===== src/rtl/core/srsp_pkg.sv =====
package srsp_pkg;

  // Request opcodes
  typedef enum logic [1:0] {
    OP_START = 2'd0,
    OP_BYTE  = 2'd1,
    OP_TICK  = 2'd2,
    OP_NONE  = 2'd3
  } op_t;

  // Result status codes
  typedef enum logic [2:0] {
    ST_BUSY    = 3'd0,
    ST_READY   = 3'd1,
    ST_EOM     = 3'd2,
    ST_TIMEOUT = 3'd3,
    ST_IDLE    = 3'd4
  } status_t;

  // Field widths
  localparam int OP_W      = 2;
  localparam int BYTE_W    = 8;
  localparam int MAXC_W    = 11;
  localparam int TMO_W     = 16;
  localparam int STATUS_W  = 3;
  localparam int VALUE_W   = 32;
  localparam int INDEX_W   = 10;

  // Characters of interest
  localparam logic [BYTE_W-1:0] CH_EOM   = 8'd3;
  localparam logic [BYTE_W-1:0] CH_LF    = 8'd10;
  localparam logic [BYTE_W-1:0] CH_CR    = 8'd13;
  localparam logic [BYTE_W-1:0] CH_MINUS = 8'd45;
  localparam logic [BYTE_W-1:0] CH_DOT   = 8'd46;
  localparam logic [BYTE_W-1:0] CH_ZERO  = 8'd48;
  localparam logic [BYTE_W-1:0] CH_NINE  = 8'd57;

  // Parameter defaults
  localparam int DEF_MAX_BUFFER = 1024;
  localparam int DEF_TICK_BITS  = 16;

  // One result
  typedef struct packed {
    status_t              status;
    logic [VALUE_W-1:0]   reply_value;
    logic                 char_valid;
    logic [BYTE_W-1:0]    char_out;
    logic [INDEX_W-1:0]   char_index;
  } result_t;

endpackage


===== src/rtl/core/srsp_if.sv =====
interface srsp_cmd_if
  import srsp_pkg::*;
();

  logic                valid;
  logic                ready;
  logic [OP_W-1:0]     op;
  logic [BYTE_W-1:0]   data_byte;
  logic                string_mode;
  logic [MAXC_W-1:0]   max_chars;
  logic [TMO_W-1:0]    timeout_ticks;

  modport source (
    output valid, op, data_byte, string_mode, max_chars, timeout_ticks,
    input  ready
  );

  modport sink (
    input  valid, op, data_byte, string_mode, max_chars, timeout_ticks,
    output ready
  );
endinterface

interface srsp_rsp_if
  import srsp_pkg::*;
();

  logic                        valid;
  logic                        ready;
  logic [STATUS_W-1:0]         status;
  logic signed [VALUE_W-1:0]   reply_value;
  logic                        char_valid;
  logic [BYTE_W-1:0]           char_out;
  logic [INDEX_W-1:0]          char_index;

  modport source (
    output valid, status, reply_value, char_valid, char_out, char_index,
    input  ready
  );

  modport sink (
    input  valid, status, reply_value, char_valid, char_out, char_index,
    output ready
  );
endinterface


===== src/rtl/core/serial_reply_status_parser.sv =====
// Channel | Dir | Payload                                               | Handshake
// --------+-----+-------------------------------------------------------+----------------
// cmd     | in  | op, data_byte, string_mode, max_chars, timeout_ticks   | valid & ready
// rsp     | out | status, reply_value, char_valid, char_out, char_index  | valid & ready
//
// Every request (start, byte, tick or unused opcode) yields exactly one response.
// The response is registered into the main output register, or the skid register
// behind a full main one; one request per cycle is sustained while the skid is empty.
// A two-entry output stage (main register plus skid register) decouples the
// sides: cmd.ready depends only on the skid register, never on rsp.ready.
// Reset (rst, synchronous) returns the parser to inactive and empties the output.
module serial_reply_status_parser
  import srsp_pkg::*;
#(
  parameter int MAX_BUFFER = DEF_MAX_BUFFER,
  parameter int TICK_BITS  = DEF_TICK_BITS
) (
  input  logic        clk,
  input  logic        rst,
  srsp_cmd_if.sink    cmd,
  srsp_rsp_if.source  rsp
);

  // Buffer size is bounded both by the parameter and by what max_chars can hold.
  localparam int MAXC_TOP = (1 << MAXC_W) - 1;
  localparam int CAP      = (MAX_BUFFER < MAXC_TOP) ? MAX_BUFFER : MAXC_TOP;
  localparam int LIM_W    = $clog2(CAP + 1);
  localparam int LIM_W1   = LIM_W + 1;
  localparam int CNT_W    = $clog2(CAP);
  localparam int TW       = (TICK_BITS < TMO_W) ? TICK_BITS : TMO_W;
  localparam int IDXX_W   = CNT_W + INDEX_W;

  // Parser state
  logic                 active;
  logic [BYTE_W-1:0]    previous_char;
  logic [VALUE_W-1:0]   accumulator;
  logic                 negative_seen;
  logic                 store_mode;
  logic [LIM_W-1:0]     buffer_limit;
  logic [CNT_W-1:0]     stored_count;
  logic [TW-1:0]        ticks_left;

  logic                 active_next;
  logic [BYTE_W-1:0]    previous_char_next;
  logic [VALUE_W-1:0]   accumulator_next;
  logic                 negative_seen_next;
  logic                 store_mode_next;
  logic [LIM_W-1:0]     buffer_limit_next;
  logic [CNT_W-1:0]     stored_count_next;
  logic [TW-1:0]        ticks_left_next;

  // Output stage
  result_t  out_main;
  result_t  out_skid;
  logic     out_valid;
  logic     skid_valid;
  result_t  res;

  logic accept;
  logic take;

  // Helpers
  logic [MAXC_W-1:0]   cap_val;
  logic [MAXC_W-1:0]   limit_sel;
  logic [LIM_W:0]      cnt_inc;
  logic                room;
  logic                is_digit;
  logic                after_eol;
  logic                seq_ready;
  logic                finish;
  logic [IDXX_W-1:0]   idx_ext;
  logic [VALUE_W-1:0]  acc_x10;

  assign cmd.ready = !skid_valid;
  assign accept    = cmd.valid && cmd.ready;
  assign take      = out_valid && rsp.ready;

  assign cap_val   = MAXC_W'(CAP);
  assign limit_sel = (cmd.max_chars < cap_val) ? cmd.max_chars : cap_val;
  assign cnt_inc   = LIM_W1'(stored_count) + 1'b1;
  assign room      = store_mode && (cnt_inc < {1'b0, buffer_limit});
  assign idx_ext   = IDXX_W'(stored_count);
  assign acc_x10   = (accumulator << 3) + (accumulator << 1);

  always_comb begin
    is_digit  = cmd.data_byte inside {[CH_ZERO:CH_NINE]};
    after_eol = previous_char inside {CH_CR, CH_LF};
    seq_ready = (cmd.data_byte == CH_DOT) && after_eol;
    finish    = seq_ready || (cmd.data_byte == CH_EOM);
  end

  // Next state and response for the request on cmd
  always_comb begin
    active_next        = active;
    previous_char_next = previous_char;
    accumulator_next   = accumulator;
    negative_seen_next = negative_seen;
    store_mode_next    = store_mode;
    buffer_limit_next  = buffer_limit;
    stored_count_next  = stored_count;
    ticks_left_next    = ticks_left;

    res.status      = active ? ST_BUSY : ST_IDLE;
    res.reply_value = '0;
    res.char_valid  = 1'b0;
    res.char_out    = '0;
    res.char_index  = '0;

    case (op_t'(cmd.op))
      OP_START: begin
        // Abandon any running reply and arm a new one.
        active_next        = 1'b1;
        previous_char_next = '0;
        accumulator_next   = '0;
        negative_seen_next = 1'b0;
        store_mode_next    = cmd.string_mode;
        buffer_limit_next  = limit_sel[LIM_W-1:0];
        stored_count_next  = '0;
        ticks_left_next    = cmd.timeout_ticks[TW-1:0];
        res.status         = ST_BUSY;
      end
      OP_TICK: begin
        if (active) begin
          // Count down; a count of one or zero expires on this tick.
          if (ticks_left <= TW'(1)) begin
            ticks_left_next = '0;
            active_next     = 1'b0;
            res.status      = ST_TIMEOUT;
          end else begin
            ticks_left_next = ticks_left - 1'b1;
          end
        end
      end
      OP_BYTE: begin
        if (active) begin
          if (room) begin
            res.char_valid    = 1'b1;
            res.char_out      = cmd.data_byte;
            res.char_index    = idx_ext[INDEX_W-1:0];
            stored_count_next = stored_count + 1'b1;
          end
          if (cmd.data_byte == CH_MINUS) begin
            negative_seen_next = 1'b1;
          end
          if (is_digit) begin
            accumulator_next = acc_x10 + VALUE_W'(cmd.data_byte - CH_ZERO);
          end
          previous_char_next = cmd.data_byte;
          if (finish) begin
            // Terminators are never digits, so the held accumulator is final.
            active_next = 1'b0;
            res.status  = seq_ready ? ST_READY : ST_EOM;
            if (!store_mode) begin
              res.reply_value = negative_seen ? (VALUE_W'(0) - accumulator) : accumulator;
            end
          end
        end
      end
      default: begin
        // Unused opcode: hold state, report busy or idle.
      end
    endcase
  end

  // Parser state registers: advance only on an accepted request.
  always_ff @(posedge clk) begin
    if (rst) begin
      active        <= 1'b0;
      previous_char <= '0;
      accumulator   <= '0;
      negative_seen <= 1'b0;
      store_mode    <= 1'b0;
      buffer_limit  <= '0;
      stored_count  <= '0;
      ticks_left    <= '0;
    end else if (accept) begin
      active        <= active_next;
      previous_char <= previous_char_next;
      accumulator   <= accumulator_next;
      negative_seen <= negative_seen_next;
      store_mode    <= store_mode_next;
      buffer_limit  <= buffer_limit_next;
      stored_count  <= stored_count_next;
      ticks_left    <= ticks_left_next;
    end
  end

  // Output stage control: the skid entry catches a response when the main
  // register is full and not being drained.
  always_ff @(posedge clk) begin
    if (rst) begin
      out_valid  <= 1'b0;
      skid_valid <= 1'b0;
    end else if (skid_valid) begin
      if (take) begin
        skid_valid <= 1'b0;
      end
    end else if (accept) begin
      if (out_valid && !take) begin
        skid_valid <= 1'b1;
      end else begin
        out_valid <= 1'b1;
      end
    end else if (take) begin
      out_valid <= 1'b0;
    end
  end

  // Output stage payload
  always_ff @(posedge clk) begin
    if (skid_valid) begin
      if (take) begin
        out_main <= out_skid;
      end
    end else if (accept) begin
      if (out_valid && !take) begin
        out_skid <= res;
      end else begin
        out_main <= res;
      end
    end
  end

  assign rsp.valid       = out_valid;
  assign rsp.status      = out_main.status;
  assign rsp.reply_value = out_main.reply_value;
  assign rsp.char_valid  = out_main.char_valid;
  assign rsp.char_out    = out_main.char_out;
  assign rsp.char_index  = out_main.char_index;

  // The skid entry is only ever filled behind a full main register.
  a_skid_behind_main: assert property (@(posedge clk) disable iff (rst)
    skid_valid |-> out_valid)
    else $error("skid entry valid while main register empty");

  // A start request always leaves the parser active.
  a_start_arms: assert property (@(posedge clk) disable iff (rst)
    (accept && cmd.op == OP_START) |=> active)
    else $error("parser not active after start");

  // Stored characters come only in string mode, where the value is zero.
  a_char_no_value: assert property (@(posedge clk) disable iff (rst)
    (rsp.valid && rsp.char_valid) |-> (rsp.reply_value == '0))
    else $error("character stored alongside a numeric value");

  // The buffer index steps by at most one per request, or restarts.
  a_count_step: assert property (@(posedge clk) disable iff (rst)
    !$past(rst) |-> (stored_count == $past(stored_count)) ||
                    (stored_count == $past(stored_count) + 1'b1) ||
                    (stored_count == '0))
    else $error("stored character count jumped");

endmodule


===== src/flat_wrapper.sv =====
// flat-port wrapper written by rule: the top's interface ports become plain ports
module serial_reply_status_parser_flat import srsp_pkg::*;
#(
  parameter int MAX_BUFFER = DEF_MAX_BUFFER,
  parameter int TICK_BITS  = DEF_TICK_BITS
)
  (clk, rst, cmd_valid, cmd_op, cmd_data_byte, cmd_string_mode, cmd_max_chars, cmd_timeout_ticks, cmd_ready, rsp_valid, rsp_status, rsp_reply_value, rsp_char_valid, rsp_char_out, rsp_char_index, rsp_ready);
  srsp_cmd_if cmd_i ();
  srsp_rsp_if rsp_i ();
  input  logic clk;
  input  logic rst;
  input wire logic [$bits(cmd_i.valid)-1:0] cmd_valid;
  input wire logic [$bits(cmd_i.op)-1:0] cmd_op;
  input wire logic [$bits(cmd_i.data_byte)-1:0] cmd_data_byte;
  input wire logic [$bits(cmd_i.string_mode)-1:0] cmd_string_mode;
  input wire logic [$bits(cmd_i.max_chars)-1:0] cmd_max_chars;
  input wire logic [$bits(cmd_i.timeout_ticks)-1:0] cmd_timeout_ticks;
  output wire logic [$bits(cmd_i.ready)-1:0] cmd_ready;
  output wire logic [$bits(rsp_i.valid)-1:0] rsp_valid;
  output wire logic [$bits(rsp_i.status)-1:0] rsp_status;
  output wire logic [$bits(rsp_i.reply_value)-1:0] rsp_reply_value;
  output wire logic [$bits(rsp_i.char_valid)-1:0] rsp_char_valid;
  output wire logic [$bits(rsp_i.char_out)-1:0] rsp_char_out;
  output wire logic [$bits(rsp_i.char_index)-1:0] rsp_char_index;
  input wire logic [$bits(rsp_i.ready)-1:0] rsp_ready;
  assign cmd_i.valid = cmd_valid;
  assign cmd_i.op = cmd_op;
  assign cmd_i.data_byte = cmd_data_byte;
  assign cmd_i.string_mode = cmd_string_mode;
  assign cmd_i.max_chars = cmd_max_chars;
  assign cmd_i.timeout_ticks = cmd_timeout_ticks;
  assign cmd_ready = cmd_i.ready;
  assign rsp_valid = rsp_i.valid;
  assign rsp_status = rsp_i.status;
  assign rsp_reply_value = rsp_i.reply_value;
  assign rsp_char_valid = rsp_i.char_valid;
  assign rsp_char_out = rsp_i.char_out;
  assign rsp_char_index = rsp_i.char_index;
  assign rsp_i.ready = rsp_ready;
  serial_reply_status_parser #(.MAX_BUFFER(MAX_BUFFER), .TICK_BITS(TICK_BITS)) u_core (.clk(clk), .rst(rst), .cmd(cmd_i), .rsp(rsp_i));
endmodule

===== config.mk =====
export PLATFORM = sky130hd
export DESIGN_NAME = serial_reply_status_parser_flat
export DESIGN_NICKNAME = d
export VERILOG_FILES = /design/src/rtl/core/srsp_pkg.sv /design/src/rtl/core/srsp_if.sv /design/src/rtl/core/serial_reply_status_parser.sv /design/src/flat_wrapper.sv
export SDC_FILE = /design/constraint.sdc
export NUM_CORES = 1
export LEC_CHECK = 0
export BUFFER_PORTS_ARGS = -buffer_cell sky130_fd_sc_hd__buf_2
export CORE_ASPECT_RATIO = 2
export CORE_MARGIN = 5
export CORE_UTILIZATION = 33
export DETAILED_ROUTE_END_ITERATION = 10
export PLACE_DENSITY = 0.51
export SYNTH_ARGS = -nofsm -noshare
export SYNTH_HDL_FRONTEND = slang
export SYNTH_SLANG_ARGS = --single-unit

===== constraint.sdc =====
create_clock -name clk -period 7.9 [get_ports clk]
set_input_delay 0.79 -clock clk [delete_from_list [all_inputs] [get_ports clk]]
set_output_delay 0.79 -clock clk [all_outputs]
set_load 0.005 [all_outputs]

==> out/results.tsv <==
stage	metric	value	unit
synth	ys.flop_type	edfxtp_1	
timing	setup_viol	0	
placed_design	post_dp_cell_area	0.0120	mm²
worst_setup_path	cp.arrival	4.81	ns
timing	fin_tns_setup	0	ns
synth	synth_nets	1266	
placed_design	preCtsSetupSlack	2.92	ns
hold_path	hp-class	reg2reg	
worst_setup_path	path_class	in2reg	
floorplanning	core	0.0334	mm²
synth	synth_seq_cells	190	
timing	rsz0062_at_grt	no	
global_route	grt_first_pass_wirelength	48300	µm
synth	syn_inst	1143	
synth	synth_top_area_share	29.3	%
layout	regArea	0.00489	mm²
power	cellLeakagePower	4.98	nW
clocking	clk_latency	0.44	ns
timing	min_period_over_period	56.6	%
detailed_routing	num_vias	8649	
timing	worst_hold_slack	0.471	ns
outcome	status	complete, no violations	
placed_design	hpwl	22800	µm
synth	synth-compound-area-share	16.2	%
floorplanning	die_h	269	µm
worst_setup_path	worstPathMaxFanout	24	
worst_setup_path	reg2reg_depth	10	
synth	synth-simple-area-share	17.5	%
layout	multi_input_area	0.00579	mm²
clocking	cts-buffers-inserted	17	
detailed_routing	drt-pass1-iter-count	5	
synth	yosysMostFrequentCell	nor2_1	
detailed_routing	wire_per_inst	18.0	µm
timing	fmax	224	MHz
clocking	cts_max_path_buffers	2	
global_route	grt_pass1_vias	8972	
worst_setup_path	critPathSlowestCell	a2111oi_0	
hold_path	hold_path.startpoint	u_core.buffer_limit[10]	
job	max-cap-violations	0	
layout	syn_to_final_growth	13.8	%
worst_setup_path	rrSetupSlack	4.05	ns
layout	n_fill_cell	3394	
clocking	root_buffer	clkbuf_16	
worst_setup_path	crit_required	8.24	ns
worst_setup_path	crit_path_cell_trace	buf_2 -> ha_1 -> nor3_2 -> buf_4 -> fa_1 -> ha_1 -> nand2_1 -> nor3_1 -> o21ai_0 -> a2111oi_0 -> o2111a_1 -> o21ai_0 -> a32o_1	
clocking	cts_sinks	190	
synth	synthAdderAreaFrac	11.1	%
worst_setup_path	worst-path-buf-inv	2	
layout	layout-drive-gt1-share	15.3	%
clocking	path_clk_slew	0.08	ns
timing	tightestPinTransition	1.16	ns
timing	drv_slew	0	
floorplanning	std_cell_rows	95	
worst_setup_path	startpoint_type	primary input	
detailed_routing	drt_wl_total	30000	µm
clocking	ctsResizeCount	0	
synth	synthArstFlopShare	0	%
worst_setup_path	r2r_start	u_core.accumulator[0]	
worst_setup_path	worstSetupEndpointType	register	
synth	synth_common_cells	120 x nor2_1, 108 x edfxtp_1, 107 x nand2_1	
global_route	grt_overflow	0	
worst_setup_path	r2r-end	u_core.accumulator[30]	
clocking	cts_hold_buf	0	
placed_design	gp_congestion	0.837	
floorplanning	io_pins	98	
power	irDropWorstVdd	0.115	mV
power	powerDensity	172	mW/mm²
timing	skew	0.0131	ns
synth	syn_area_per_cell	9.69	µm²
synth	yosys_warnings	0	
clocking	postCtsSetupRepairBufs	0	
hold_path	holdPathEnd	u_core.buffer_limit[10]	
detailed_routing	ant_nets	0	
global_route	grt_use_total	16.2	%
floorplanning	die_w	140	µm
detailed_routing	drc	0	
layout	final_area	0.0126	mm²
timing	fin_ws	3.43	ns
global_route	grt_max_degree	62	
synth	ys_types	67	
clocking	ctsHtreeMaxLevel	4	
timing	relSlewSlack	22.4	%
power	p_total	0.00217	W
floorplanning	start_util	33.2	%
synth	syn_area	0.0111	mm²
layout	antenna_cells	0	
timing	finalHoldViolations	0	
detailed_routing	dr.first_iter.drc_count	395	
placed_design	io_buffers	97	
synth	synth_top_family_by_area	simple AND/OR/NAND/NOR gates	
synth	synth_edf_count	108	
synth	muxShareOfSynthArea	2.50	%
worst_setup_path	crit_family	compound AO/OA/AOI/OAI gates	
worst_setup_path	max_stage_delay	0.98	ns
synth	yosys-top-cells-area	edfxtp_1 29%, dfxtp_1 15%, ha_1 5.9%, fa_1 5.2%, nor2_1 4.1%	
clocking	cts_tree	built	
timing	fin_crit	4.47	ns
synth	ys_seq_area_share	44.1	%
global_route	antenna_found_initial	0	
detailed_routing	vias_per_cell	5.18	
synth	synth_xor_area_share	4.67	%
layout	nNetsFinal	1343	
hold_path	whs_path_depth	2	
floorplanning	fp.dieArea	0.0375	mm²
synth	synth_top_area_cell	edfxtp_1	
flip-flops by register name (all words and copies together), names as in the netlist, 3 cells and up:
signal and flops:
u_core.stored_count 10, u_core.rsp.char_out 8, u_core.accumulator 32, u_core.ticks_left 16
u_core.rsp.status 3, u_core.previous_char 8, u_core.rsp.reply_value 32, u_core.rsp.char_index 10
u_core.buffer_limit 11, u_core.out_skid 54
cell type report:
cell class | count | share of cell area (%)
Timing Repair Buffer | 112 | 4.74
Clock buffer | 18 | 3.40
Sequential cell | 190 | 38.8
Multi-Input combinational cell | 840 | 45.9
Tap cell | 436 | 4.33
Inverter | 59 | 1.76
Clock inverter | 14 | 1.06
placed cells by master (no fill, tap or decap), drive strengths merged, types with 4 or more instances in the layout:
cell type  count
nand4          8
and3           8
nor2b         19
inv           64
xnor2         18
nor3          23
o31ai         33
a22oi         28
edfxtp       108
nand2b        11
ha            52
a21oi         59
nand3         18
a22o           4
clkinvlp       5
clkbuf        18
nor3b         11
or4           15
nor2         120
fa            29
or2            8
a21o          11
o22ai          8
nand2        107
xor2          41
mux2          21
mux2i          4
dfxtp         82
or3           10
nand3b         4
buf          112
o21ai         85
and2          23
nor4           9
o41ai          8
stage by stage:
step,instances,util [%]
finish,1669,37.7
global route,1669,37.7
CTS,1669,37.7
detailed placement,1637,36.1
global placement,1637,36.1
floorplan,1143,-
worst max-delay path by stage:
stage / from / endpoint / depth (start not counted)
after floorplan: cmd_data_byte[4] / u_core.accumulator[30] / 10
after detailed placement: cmd_data_byte[4] / u_core.accumulator[30] / 13
after CTS: cmd_data_byte[4] / u_core.accumulator[30] / 13
after global placement: cmd_data_byte[4] / u_core.accumulator[30] / 13
after global routing: cmd_data_byte[4] / u_core.accumulator[30] / 13
final: cmd_data_byte[4] / u_core.accumulator[30] / 13
cell families after synthesis:
logic type,count (synthesis)
and+or+nand+nor,398
AOI/OAI and AO/OA,277
DFF,190
buffers and inverters,113
adders and majority gates,81
xor gates and xnor gates,59
muxes,25
layer usage:
layer	vias to the layer above	global-route usage, %	share of wire, %
met3	49	2.52	2.6
met5	-	0	0
met1	4175	16.5	37
li1	4267	-	-
met4	0	7.46	3.9
met2	158	31.9	56
worst register-to-register path: stages (launching register included):
cell and delay [ns]:
dfxtp_1 0.39, fa_1 0.56, inv_1 0.06, fa_1 0.45, nand2b_1 0.20, a21oi_1 0.23
o21ai_0 0.26, a2111oi_0 0.98, o2111a_1 0.27, o21ai_0 0.08, a32o_1 0.27
power by group:
group          total, W  internal (W)  switching [W]
Clock          0.000840      0.000441       0.000399
Combinational  0.000222     0.0000821       0.000139
Sequential      0.00110       0.00109      0.0000180
Total           0.00217       0.00161       0.000557
No activity file was read; power rests on OpenSTA's default activity.
